## config.mk

```make
export PLATFORM = sky130hd
export DESIGN_NAME = power_headroom_report_trigger_core
export DESIGN_NICKNAME = d
export VERILOG_FILES = /design/src/rtl/core/phr_pkg.sv /design/src/rtl/core/phr_in_reg.sv /design/src/rtl/core/phr_eval.sv /design/src/rtl/core/power_headroom_report_trigger_core.sv
export SDC_FILE = /design/constraint.sdc
export NUM_CORES = 1
export LEC_CHECK = 0
export ABC_CLOCK_PERIOD_IN_PS = 5700
export BUFFER_PORTS_ARGS = -buffer_cell sky130_fd_sc_hd__buf_2
export CAP_MARGIN = 10
export CORE_MARGIN = 3
export CORE_UTILIZATION = 55
export CTS_BUF_LIST = sky130_fd_sc_hd__clkbuf_4 sky130_fd_sc_hd__clkbuf_8
export DETAILED_ROUTE_END_ITERATION = 10
export GPL_TIMING_DRIVEN = 1
export PLACE_DENSITY = 0.8
export REMOVE_ABC_BUFFERS = 1
export SETUP_SLACK_MARGIN = 0.4
export SYNTH_ARGS = -nofsm -noshare
export SYNTH_HDL_FRONTEND = slang
export SYNTH_SLANG_ARGS = --single-unit
```

## constraint.sdc

```tcl
create_clock -name clk -period 5.7 [get_ports clk]
set_input_delay 1.425 -clock clk [delete_from_list [all_inputs] [get_ports clk]]
set_output_delay 1.425 -clock clk [all_outputs]
set_load 0.02 [all_outputs]
```

## src/rtl/core/phr_pkg.sv

```systemverilog
`timescale 1ns / 1ps

package phr_pkg;

  // Item kinds carried on the input tuser field.
  typedef enum logic [1:0] {
    KIND_TICK  = 2'd0,
    KIND_SLOT  = 2'd1,
    KIND_RESET = 2'd2,
    KIND_ARM   = 2'd3
  } kind_t;

  // Reasons reported with a headroom report.
  typedef enum logic [1:0] {
    REASON_NONE     = 2'd0,
    REASON_PERIODIC = 2'd1,
    REASON_PATHLOSS = 2'd2,
    REASON_POWER    = 2'd3
  } reason_t;

  // Configuration register indexes (byte address is four times the index).
  typedef enum logic [1:0] {
    REG_ENABLE    = 2'd0,
    REG_PERIODIC  = 2'd1,
    REG_PROHIBIT  = 2'd2,
    REG_THRESHOLD = 2'd3
  } reg_idx_t;

  localparam int DB_WIDTH        = 11;
  localparam int PERIOD_WIDTH    = 16;
  localparam int THRESH_WIDTH    = 10;
  localparam int INDEX_WIDTH     = 6;
  localparam int HEADROOM_OFFSET = 23;
  localparam int HEADROOM_MAX    = 63;

  // One input item after unpacking.
  typedef struct packed {
    kind_t                        kind;
    logic signed [DB_WIDTH-1:0]   max_tx_power;
    logic signed [DB_WIDTH-1:0]   estimated_tx_power;
    logic signed [DB_WIDTH-1:0]   actual_tx_power;
    logic        [DB_WIDTH-1:0]   path_loss;
    logic                         new_grant;
  } item_t;

  // Configuration register set.
  typedef struct packed {
    logic                      report_enable;
    logic [PERIOD_WIDTH-1:0]   periodic_period;
    logic [PERIOD_WIDTH-1:0]   prohibit_period;
    logic [THRESH_WIDTH-1:0]   change_threshold;
  } cfg_t;

  // One result item.
  typedef struct packed {
    logic                     triggered;
    reason_t                  trigger_reason;
    logic [INDEX_WIDTH-1:0]   headroom_index;
  } result_t;

endpackage

```

## src/rtl/core/phr_in_reg.sv

```systemverilog
`timescale 1ns / 1ps

module phr_in_reg (
  input  logic           clk,
  input  logic           rst,
  input  logic           load,
  input  logic           drain,
  input  phr_pkg::item_t item_in,
  output logic           valid,
  output phr_pkg::item_t item
);

  // Occupancy of the input register.
  always_ff @(posedge clk) begin
    if (rst) begin
      valid <= 1'b0;
    end else if (load) begin
      valid <= 1'b1;
    end else if (drain) begin
      valid <= 1'b0;
    end
  end

  // Payload capture; no reset needed.
  always_ff @(posedge clk) begin
    if (load) begin
      item <= item_in;
    end
  end

endmodule

```

## src/rtl/core/phr_eval.sv

```systemverilog
`timescale 1ns / 1ps

module phr_eval #(
  parameter int TIMER_WIDTH   = 16,
  parameter int FRACTION_BITS = 3
) (
  input  logic             clk,
  input  logic             rst,
  input  phr_pkg::cfg_t    cfg,
  input  phr_pkg::item_t   item,
  input  logic             fire,
  output logic             has_result,
  output phr_pkg::result_t result
);

  localparam int CMP_WIDTH = (TIMER_WIDTH > phr_pkg::PERIOD_WIDTH) ?
                             TIMER_WIDTH : phr_pkg::PERIOD_WIDTH;
  localparam int DW = phr_pkg::DB_WIDTH;
  localparam logic signed [DW+1:0] HR_OFFSET = (DW+2)'(phr_pkg::HEADROOM_OFFSET);
  localparam logic signed [DW+1:0] HR_MAX    = (DW+2)'(phr_pkg::HEADROOM_MAX);

  logic [TIMER_WIDTH-1:0] periodic_count, periodic_count_next;
  logic [TIMER_WIDTH-1:0] prohibit_count, prohibit_count_next;
  logic [DW-1:0]          last_path_loss, last_path_loss_next;
  logic signed [DW-1:0]   last_tx_power, last_tx_power_next;
  logic                   trigger_pending, trigger_pending_next;

  logic                   periodic_fire, change_gate, pathloss_fire, power_fire, report;
  logic signed [DW:0]     pl_diff, pw_diff;
  logic [DW:0]            pl_abs, pw_abs, thr_ext;
  logic signed [DW:0]     hr_diff, hr_quot;
  logic signed [DW+1:0]   hr_sum;
  logic [phr_pkg::INDEX_WIDTH-1:0] hr_index;
  phr_pkg::reason_t       reason;

  assign has_result = cfg.report_enable && (item.kind == phr_pkg::KIND_SLOT);

  // Trigger checks against the stored state.
  always_comb begin
    periodic_fire = (cfg.periodic_period != '0) &&
                    (CMP_WIDTH'(periodic_count) >= CMP_WIDTH'(cfg.periodic_period));
    change_gate   = item.new_grant && (cfg.change_threshold != '0) &&
                    (CMP_WIDTH'(prohibit_count) >= CMP_WIDTH'(cfg.prohibit_period));
    pl_diff = $signed({1'b0, item.path_loss}) - $signed({1'b0, last_path_loss});
    pw_diff = $signed({item.actual_tx_power[DW-1], item.actual_tx_power}) -
              $signed({last_tx_power[DW-1], last_tx_power});
    pl_abs  = pl_diff[DW] ? (DW+1)'(-pl_diff) : (DW+1)'(pl_diff);
    pw_abs  = pw_diff[DW] ? (DW+1)'(-pw_diff) : (DW+1)'(pw_diff);
    thr_ext = (DW+1)'(cfg.change_threshold);
    pathloss_fire = change_gate && (pl_abs > thr_ext);
    power_fire    = change_gate && (pw_abs > thr_ext);
    report = trigger_pending || periodic_fire || pathloss_fire || power_fire;
    if (power_fire) begin
      reason = phr_pkg::REASON_POWER;
    end else if (pathloss_fire) begin
      reason = phr_pkg::REASON_PATHLOSS;
    end else if (periodic_fire) begin
      reason = phr_pkg::REASON_PERIODIC;
    end else begin
      reason = phr_pkg::REASON_NONE;
    end
  end

  // Headroom index: floor of the difference in whole dB, offset and clamped.
  always_comb begin
    hr_diff = $signed({item.max_tx_power[DW-1], item.max_tx_power}) -
              $signed({item.estimated_tx_power[DW-1], item.estimated_tx_power});
    hr_quot = hr_diff >>> FRACTION_BITS;
    hr_sum  = $signed({hr_quot[DW], hr_quot}) + HR_OFFSET;
    if (hr_sum < 0) begin
      hr_index = '0;
    end else if (hr_sum > HR_MAX) begin
      hr_index = phr_pkg::INDEX_WIDTH'(phr_pkg::HEADROOM_MAX);
    end else begin
      hr_index = hr_sum[phr_pkg::INDEX_WIDTH-1:0];
    end
  end

  // Result of a slot item.
  always_comb begin
    result = '0;
    if (report) begin
      result.triggered      = 1'b1;
      result.trigger_reason = reason;
      result.headroom_index = hr_index;
    end
  end

  // Next state for the item leaving the input register.
  always_comb begin
    periodic_count_next  = periodic_count;
    prohibit_count_next  = prohibit_count;
    last_path_loss_next  = last_path_loss;
    last_tx_power_next   = last_tx_power;
    trigger_pending_next = trigger_pending;
    if (cfg.report_enable) begin
      case (item.kind)
        phr_pkg::KIND_TICK: begin
          if (periodic_count != '1) begin
            periodic_count_next = periodic_count + TIMER_WIDTH'(1);
          end
          if (prohibit_count != '1) begin
            prohibit_count_next = prohibit_count + TIMER_WIDTH'(1);
          end
        end
        phr_pkg::KIND_SLOT: begin
          if (periodic_fire) begin
            periodic_count_next = '0;
          end
          if (pathloss_fire || power_fire) begin
            prohibit_count_next = '0;
          end
          if (report) begin
            last_path_loss_next = item.path_loss;
            last_tx_power_next  = item.actual_tx_power;
          end
          trigger_pending_next = 1'b0;
        end
        phr_pkg::KIND_RESET: begin
          periodic_count_next  = '0;
          prohibit_count_next  = '0;
          last_path_loss_next  = '0;
          last_tx_power_next   = '0;
          trigger_pending_next = 1'b0;
        end
        phr_pkg::KIND_ARM: begin
          periodic_count_next  = '0;
          prohibit_count_next  = '0;
          trigger_pending_next = 1'b1;
        end
        default: begin
          trigger_pending_next = trigger_pending;
        end
      endcase
    end
  end

  // Trigger state registers.
  always_ff @(posedge clk) begin
    if (rst) begin
      periodic_count  <= '0;
      prohibit_count  <= '0;
      last_path_loss  <= '0;
      last_tx_power   <= '0;
      trigger_pending <= 1'b0;
    end else if (fire) begin
      periodic_count  <= periodic_count_next;
      prohibit_count  <= prohibit_count_next;
      last_path_loss  <= last_path_loss_next;
      last_tx_power   <= last_tx_power_next;
      trigger_pending <= trigger_pending_next;
    end
  end

endmodule

```

## src/rtl/core/power_headroom_report_trigger_core.sv

```systemverilog
`timescale 1ns / 1ps

// Power headroom report trigger.
// Input items arrive on the s_ stream: tuser carries the kind (tick, slot,
// reset state, arm) and tdata the power, pathloss and grant fields. Only slot
// items produce a result, one per slot while report_enable is set; tick,
// reset and arm items update the timers and trigger state and produce none.
// Results leave on the m_ stream: triggered, reason and headroom index.
// An accepted item is held in the input register until a stalled output
// register no longer blocks it; its result then loads the output register.
// One item per cycle is sustained while the receiver does not stall; the
// trigger logic between the input and output registers is combinational.
// When the receiver stalls, a waiting result holds in the output register,
// the input register still takes one more item, and s_tready drops only
// when that item is a slot item with report_enable set and nowhere to put
// its result. Configuration goes through the APB port; the user writes it
// only while the block is idle, which the block itself does not enforce.
// Synchronous reset clears cfg, valid flags, timers, stored pathloss/power.
module power_headroom_report_trigger_core #(
  parameter int TIMER_WIDTH   = 16,
  parameter int FRACTION_BITS = 3
) (
  input  logic        clk,
  input  logic        rst,
  // s_tdata: max_tx_power[10:0], estimated_tx_power[21:11],
  //          actual_tx_power[32:22], path_loss[43:33], new_grant[44], zero pad
  input  logic        s_tvalid,
  output logic        s_tready,
  input  logic [47:0] s_tdata,
  // s_tuser: kind[1:0]
  input  logic [1:0]  s_tuser,
  // m_tdata: triggered[0], trigger_reason[2:1], headroom_index[8:3], zero pad
  output logic        m_tvalid,
  input  logic        m_tready,
  output logic [15:0] m_tdata,
  input  logic        psel,
  input  logic        penable,
  input  logic        pwrite,
  input  logic [3:0]  paddr,
  input  logic [31:0] pwdata,
  output logic [31:0] prdata,
  output logic        pready
);

  phr_pkg::cfg_t    cfg;
  phr_pkg::item_t   item_in, item;
  phr_pkg::result_t result, out_result;
  logic             in_valid, has_result, fire, accept, cfg_write;
  phr_pkg::reg_idx_t reg_idx;

  // Configuration registers.
  assign pready    = 1'b1;
  assign reg_idx   = phr_pkg::reg_idx_t'(paddr[3:2]);
  assign cfg_write = psel && penable && pwrite && pready;

  always_ff @(posedge clk) begin
    if (rst) begin
      cfg <= '0;
    end else if (cfg_write) begin
      case (reg_idx)
        phr_pkg::REG_ENABLE:    cfg.report_enable    <= pwdata[0];
        phr_pkg::REG_PERIODIC:  cfg.periodic_period  <= pwdata[15:0];
        phr_pkg::REG_PROHIBIT:  cfg.prohibit_period  <= pwdata[15:0];
        phr_pkg::REG_THRESHOLD: cfg.change_threshold <= pwdata[9:0];
        default:                cfg <= cfg;
      endcase
    end
  end

  always_comb begin
    case (reg_idx)
      phr_pkg::REG_ENABLE:    prdata = 32'(cfg.report_enable);
      phr_pkg::REG_PERIODIC:  prdata = 32'(cfg.periodic_period);
      phr_pkg::REG_PROHIBIT:  prdata = 32'(cfg.prohibit_period);
      phr_pkg::REG_THRESHOLD: prdata = 32'(cfg.change_threshold);
      default:                prdata = '0;
    endcase
  end

  // Input unpacking and handshake.
  always_comb begin
    item_in.kind               = phr_pkg::kind_t'(s_tuser);
    item_in.max_tx_power       = $signed(s_tdata[10:0]);
    item_in.estimated_tx_power = $signed(s_tdata[21:11]);
    item_in.actual_tx_power    = $signed(s_tdata[32:22]);
    item_in.path_loss          = s_tdata[43:33];
    item_in.new_grant          = s_tdata[44];
  end

  // The held item moves on unless it needs the output register and that is full and stalled.
  assign fire     = in_valid && (!has_result || !m_tvalid || m_tready);
  assign s_tready = !in_valid || fire;
  assign accept   = s_tvalid && s_tready;

  phr_in_reg u_in_reg (
    .clk     (clk),
    .rst     (rst),
    .load    (accept),
    .drain   (fire),
    .item_in (item_in),
    .valid   (in_valid),
    .item    (item)
  );

  phr_eval #(
    .TIMER_WIDTH   (TIMER_WIDTH),
    .FRACTION_BITS (FRACTION_BITS)
  ) u_eval (
    .clk        (clk),
    .rst        (rst),
    .cfg        (cfg),
    .item       (item),
    .fire       (fire),
    .has_result (has_result),
    .result     (result)
  );

  // Output register.
  always_ff @(posedge clk) begin
    if (rst) begin
      m_tvalid <= 1'b0;
    end else if (fire && has_result) begin
      m_tvalid <= 1'b1;
    end else if (m_tready) begin
      m_tvalid <= 1'b0;
    end
  end

  always_ff @(posedge clk) begin
    if (fire && has_result) begin
      out_result <= result;
    end
  end

  assign m_tdata = {7'b0, out_result.headroom_index, out_result.trigger_reason,
                    out_result.triggered};

`ifndef SYNTHESIS
  // A report without a trigger carries a zero reason and index.
  assert property (@(posedge clk) disable iff (rst)
    (m_tvalid && !m_tdata[0]) |-> (m_tdata[8:1] == 8'd0))
    else $error("non-triggered result has nonzero fields");

  // A slot item must not leave the input register while a result is stalled.
  assert property (@(posedge clk) disable iff (rst)
    (in_valid && has_result && m_tvalid && !m_tready) |-> (!fire && !s_tready))
    else $error("slot item advanced into a stalled output register");

  // A result appears only after a slot item was evaluated with the block enabled.
  assert property (@(posedge clk) disable iff (rst)
    ($rose(m_tvalid)) |-> $past(fire && has_result))
    else $error("result appeared without a slot item");
`endif

endmodule

```

==> results.cfg, run 1 <==
[run_status]
outcome = completed

[drt]
drtPass1Iterations = 4
vias_per_cell = 5.62
post_drt_wl_per_cell_um = 14.7
drc = 0
ant_nets = 0
num_vias = 7963
dr.first_iter.drc_count = 389
routed_wl_mm = 20.8

[global_routing]
grt_busiest_layer = met2
grt_overflow = 0
grt_pass1_vias = 7413
grt_use_met3_pct = 4.98
grt_antenna_before_repair = 0
grtUsageMet1_pct = 29.6
grt_usage_pct = 21.7
grt_pass1_wl_mm = 35.1
grt_max_degree = 54
groute.layer.met2.usage_pct = 34.1

[clock_network]
clock_sink_count = 156
htreeDepth = 4
hold_buffers = 0
cts_resized = 0
clockRootBuffer = clkbuf_8
cts_tree = done
clk_transition_reported_paths_ns = 0.10
post-cts-setup-buffers = 0
cts_buffers = 17
clock_path_buffers = 2
clk_latency_ns = 0.46

[yosys]
synthCells = 1092
synthArstFlopShare_pct = 0
synth_warnings = 0
synth_flop_cell = dfxtp_1
seq_area_frac_synth_pct = 37.6
synth.avg_cell_area_um2 = 8.96
synth_top_cell_area_share_pct = 20.4
synth_seq_cells = 156
synth_top_area_cell = dfxtp_1
ys_types = 79
netlist_top_cells_area = dfxtp_1 (20%), edfxtp_1 (17%), ha_1 (12%), a21oi_1 (4.9%), nand2_1 (4.4%)
synth_edf_count = 56
synth_area_mm2 = 0.00979

[pwr]
power_density_mw_per_mm2 = 250
peakVddDrop_v = 0.000147
p_int_w = 0.00188
comb_power_share_pct = 21.4
p_leak_nw = 4.31
p_switching_w = 0.000824
clkPwrFrac_pct = 33.8
sw_frac_of_total_pct = 30.5
power_frac_seq_pct = 44.7

[worst_setup_path]
worst-path-buf-inv = 4
required_ns = 6.10
cp_top_family = compound AO/OA/AOI/OAI gates
arrival_ns = 5.29
cp_slowest_cell = a2111o_1
cp_max_fo = 20
path_cells = inv_1 > ha_1 > inv_1 > fa_1 > a211oi_2 > or4_1 > o311ai_2 > a2111o_1 > o21ai_0 > xnor2_1 > ha_1 > nand2_1 > nor3_1 > o41ai_1 > and2_1 > a21o_4 > inv_2 > o31ai_4 > buf_4 > a22o_1
critPathKind = reg -> reg
endpoint_kind = flop
crit_path_start_kind = flop
slowest_delay_ns = 0.47

[final_layout]
fill_cells = 1504
mostFrequentLayoutCell = nand2_1
stdcell_count = 1417
design_area_mm2 = 0.0108
final_cell_mix = nand2_1 (115), dfxtp_1 (100), inv_1 (98), buf_2 (98), a21oi_1 (96)
area_delta_synth_final_pct = 10.3
fin_nets = 1364
antenna-diode-count = 0
drive_above_1_share_pct = 13.7

[sta]
fin_tns_setup_ns = 0
rsz0062_at_grt = no
worst-slew-pin-transition_ns = 1.04
relSlewSlack_pct = 30.8
hold_viol_final = 0
setup-violations-final = 0
clock_skew_ns = 0.0115
maxSlewViolCount = 0
fin_crit_sh_pct = 85.7
fmax_mhz = 205
layout_min_cycle_time_ns = 4.89

[floorplanning]
dieArea_mm2 = 0.0194
std_cell_rows = 48
coreArea_mm2 = 0.0174
ioPinCount = 144
start_util_pct = 56.4
die_w_um = 139
chipHeight_um = 139

[place]
port_buffers = 98
dp_hpwl_mm = 15.8
dpl_cell_area_mm2 = 0.0103
gp_congestion = 0.917
dpl.cell_count = 1385

[worst_hold_path]
hold_class = reg -> reg

[flow_run]
drv.max_cap_violation_count = 0
stage by stage:
stage	util [%]	hold slack (ns)	power (W)	worst slack [ns]
2_1_floorplan	-	0.430	0.00167	1.22
3_3_place_gp	59.6	0.442	0.00179	0.836
3_5_place_dp	59.6	0.447	0.00180	0.814
4_1_cts	62.1	0.460	0.00271	0.763
5_1_grt	62.2	0.487	0.00285	0.416
6_report	62.2	0.464	0.00270	0.814
kinds of logic after synthesis:
kind of cell / after synthesis / synth area share (%)
multiplexers: 19 / 2.08
other: 2 / 0.0767
XOR/XNOR: 51 / 4.56
AO/OA/AOI/OAI: 278 / 19.7
flip-flops: 156 / 37.6
buffers and inverters: 157 / 7.37
AND/OR/NAND/NOR: 337 / 16.7
adder cells (fa/ha/maj): 92 / 11.9
tightest hold or removal path, stage by stage (launching register included):
cell and delay (ns):
dfxtp_1 0.32, nand2_1 0.05, a21oi_1 0.05
registers in the layout, indices dropped and copies added (netlist names):
register,cells
u_eval.last_tx_power,11
u_eval.prohibit_count,16
u_eval.last_path_loss,11
m_tvalid,1
m_tdata,9
cfg,43
u_eval.trigger_pending,1
u_in_reg.valid,1
u_eval.periodic_count,16
u_in_reg.item,47
final cells by class:
type | instances | area [um2] | share of cell area, %
repair buffers | 104 | 536 | 4.96
clock inverters | 15 | 203 | 1.88
inverters | 99 | 372 | 3.44
multi-input cells | 801 | 5480 | 50.8
flip-flops and latches | 156 | 3680 | 34.1
well taps | 225 | 282 | 2.61
clock buffers | 17 | 234 | 2.17
power groups by stage:
stage	Combinational (W)	Sequential, W	Clock, W
6_report	0.000578	0.00121	0.000913
5_1_grt	0.000657	0.00121	0.000980
4_1_cts	0.000574	0.00121	0.000930
3_5_place_dp	0.000569	0.00123	0
3_3_place_gp	0.000555	0.00123	0
2_1_floorplan	0.000438	0.00123	0
per-layer routing:
metal	vias to the layer above	share of wire [%]
met2	239	44
met1	3653	47
met5	-	0
met4	0	2.3
met3	36	6.4
li1	4035	-
cells in the mapped netlist (19+ instances only):
cell type / n
nor2_1: 77
xnor2_1: 25
a22o_1: 35
clkbuf_1: 26
dfxtp_1: 100
nand3_1: 20
xor2_1: 26
ha_1: 90
buf_4: 27
a21oi_1: 96
o21ai_0: 39
nand2_1: 115
edfxtp_1: 56
a21o_1: 22
and3_1: 19
inv_1: 98
worst paths after layout:
| check | start | end | slack, ns | depth (start not counted) |
|---|---|---|---|---|
| max | u_in_reg.item[1] | u_eval.last_path_loss[2] | 0.81 | 20 |
| min | cfg[18] | cfg[18] | 0.46 | 2 |
| max reg2reg | u_in_reg.item[1] | u_eval.last_path_loss[2] | 0.81 | 20 |
| min reg2reg | cfg[18] | cfg[18] | 0.46 | 2 |
No activity file was read; power rests on OpenSTA's default activity.
==> inputs of run 2 (changes only) <==
==> constraint.sdc (replaced) <==
create_clock -name clk -period 5.7 [get_ports clk]
set_input_delay 1.14 -clock clk [delete_from_list [all_inputs] [get_ports clk]]
set_output_delay 1.14 -clock clk [all_outputs]
set_load 0.02 [all_outputs]
==> run 2 against run 1 <==
Effect of this change: non-clock buffer count unchanged; core utilization down 0.43 points; via count up 1.3%; global-route usage rose by 0.52 points; highest routed layer unchanged.
==> results.cfg, run 2 (synthesis gave the netlist of run 1 again) <==
[drt]
drc = 0
num_vias = 8066
drtPass1Iterations = 5
wl_met1_mm = 9.59
post_drt_wl_per_cell_um = 15.1
vias_per_cell = 5.69
wl_met2_mm = 9.89
wl_met3_mm = 1.44
top_layer_used = met4
dr.first_iter.drc_count = 529
routed_wl_mm = 21.4
ant_nets = 0

[worst_setup_path]
required_ns = 6.10
endpoint_kind = flop
critPathKind = reg -> reg
cp_max_fo = 20
crit_path_start_kind = flop
arrival_ns = 5.31

[sta]
fin_tns_setup_ns = 0
hold_viol_final = 0
maxSlewViolCount = 0
fin_crit_sh_pct = 86.2
rsz0062_at_grt = no
fmax_mhz = 204
relSlewSlack_pct = 30.7
clock_skew_ns = 0.0132
setup-violations-final = 0
worst-slew-pin-transition_ns = 1.04
layout_min_cycle_time_ns = 4.91

[clock_network]
clock_path_buffers = 2
clock_sink_count = 156
cts_buffers = 17
clockRootBuffer = clkbuf_8
clk_latency_ns = 0.46
clk_transition_reported_paths_ns = 0.09
htreeDepth = 4
cts_tree = done
hold_buffers = 0

[final_layout]
fin_util_pct = 61.8
fill_cells = 1471
antenna-diode-count = 0
largest_reg_flops = 47
drive_above_1_share_pct = 13.3
mostFrequentLayoutCell = nand2_1
largestRegisters = u_in_reg.item (47), cfg (43)
largest-register = u_in_reg.item
final_cell_mix = nand2_1 (115), dfxtp_1 (100), inv_1 (98), buf_2 (98), a21oi_1 (96)
fin_nets = 1364
area_delta_synth_final_pct = 9.48

[global_routing]
grt_pass1_vias = 7481
grt_overflow = 0
grt_max_degree = 55
grt_usage_pct = 22.2
grt_antenna_before_repair = 0
grt_pass1_wl_mm = 35.6

[floorplanning]
std_cell_rows = 48
start_util_pct = 56.4
dieArea_mm2 = 0.0194
coreArea_mm2 = 0.0174
chipHeight_um = 139
die_w_um = 139
ioPinCount = 144

[worst_hold_path]
hold_class = reg -> reg

[run_status]
outcome = completed

[pwr]
peakVddDrop_v = 0.000229
power_density_mw_per_mm2 = 242
p_leak_nw = 4.27

[place]
gp_congestion = 0.905
port_buffers = 98
dp_hpwl_mm = 16.2

[flow_run]
drv.max_cap_violation_count = 0
run 2: worst max-delay path, cell delays in order (launching register included):
cell and delay, ns:
edfxtp_1 0.40, ha_1 0.42, o211a_1 0.20, o21ai_0 0.12, a21oi_1 0.13, o21ai_0 0.15
a221oi_1 0.64, a21oi_1 0.12, xnor2_1 0.22, ha_1 0.28, a21o_1 0.18, a21o_1 0.17
a21oi_1 0.14, nor2b_1 0.06, o32ai_1 0.39, o2111a_2 0.32, a21o_4 0.15, inv_2 0.05
o31ai_4 0.23, buf_4 0.29, a22o_1 0.19
run 2: path summary, 6_finish.rpt:
check	startpoint	to	slack (ns)	cells past startpoint
worst max-delay path	u_in_reg.item[16]	u_eval.last_tx_power[4]	0.79	20
worst min-delay path	cfg[13]	cfg[13]	0.46	2
worst max register to register	u_in_reg.item[16]	u_eval.last_tx_power[4]	0.79	20
worst min register to register	cfg[13]	cfg[13]	0.46	2
run 2: layout make-up:
cell class | count | area, um2 | share of cell area (%)
timing repair buffer | 104 | 536 | 5.00
tap | 225 | 282 | 2.63
multi-input combinational | 801 | 5470 | 51.1
clock buffer | 17 | 234 | 2.18
inverter | 99 | 372 | 3.47
sequential | 156 | 3680 | 34.4
clock inverter | 15 | 139 | 1.30
run 2: through the flow:
step	power [W]	instances	area (um2)	hold WS (ns)	setup slack [ns]
2_1_floorplan	0.00167	1056	9520	0.430	1.22
3_3_place_gp	0.00179	1384	10300	0.442	0.849
3_5_place_dp	0.00181	1384	10300	0.447	0.741
4_1_cts	0.00260	1416	10700	0.458	0.719
5_1_grt	0.00274	1417	10700	0.474	0.407
6_report	0.00259	1417	10700	0.458	0.787
run 2: metal layers:
metal | vias up | global-route usage (%)
li1 | 4034 | -
met1 | 3749 | 30.2
met2 | 245 | 35.8
met3 | 38 | 4.47
met4 | 0 | 6.90
met5 | - | 0
run 2: repair_timing:
action | in CTS | in global routing
gates resized for setup | 0 | 1
endpoints found under the setup margin | 0 | 6
buffers inserted | 0 | 0
run 2: power by group:
group          internal (W)  switching [W]  total, W
sequential          0.00119      0.0000188   0.00121
clock              0.000351       0.000452  0.000804
combinational      0.000236       0.000343  0.000580
total               0.00178       0.000815   0.00259
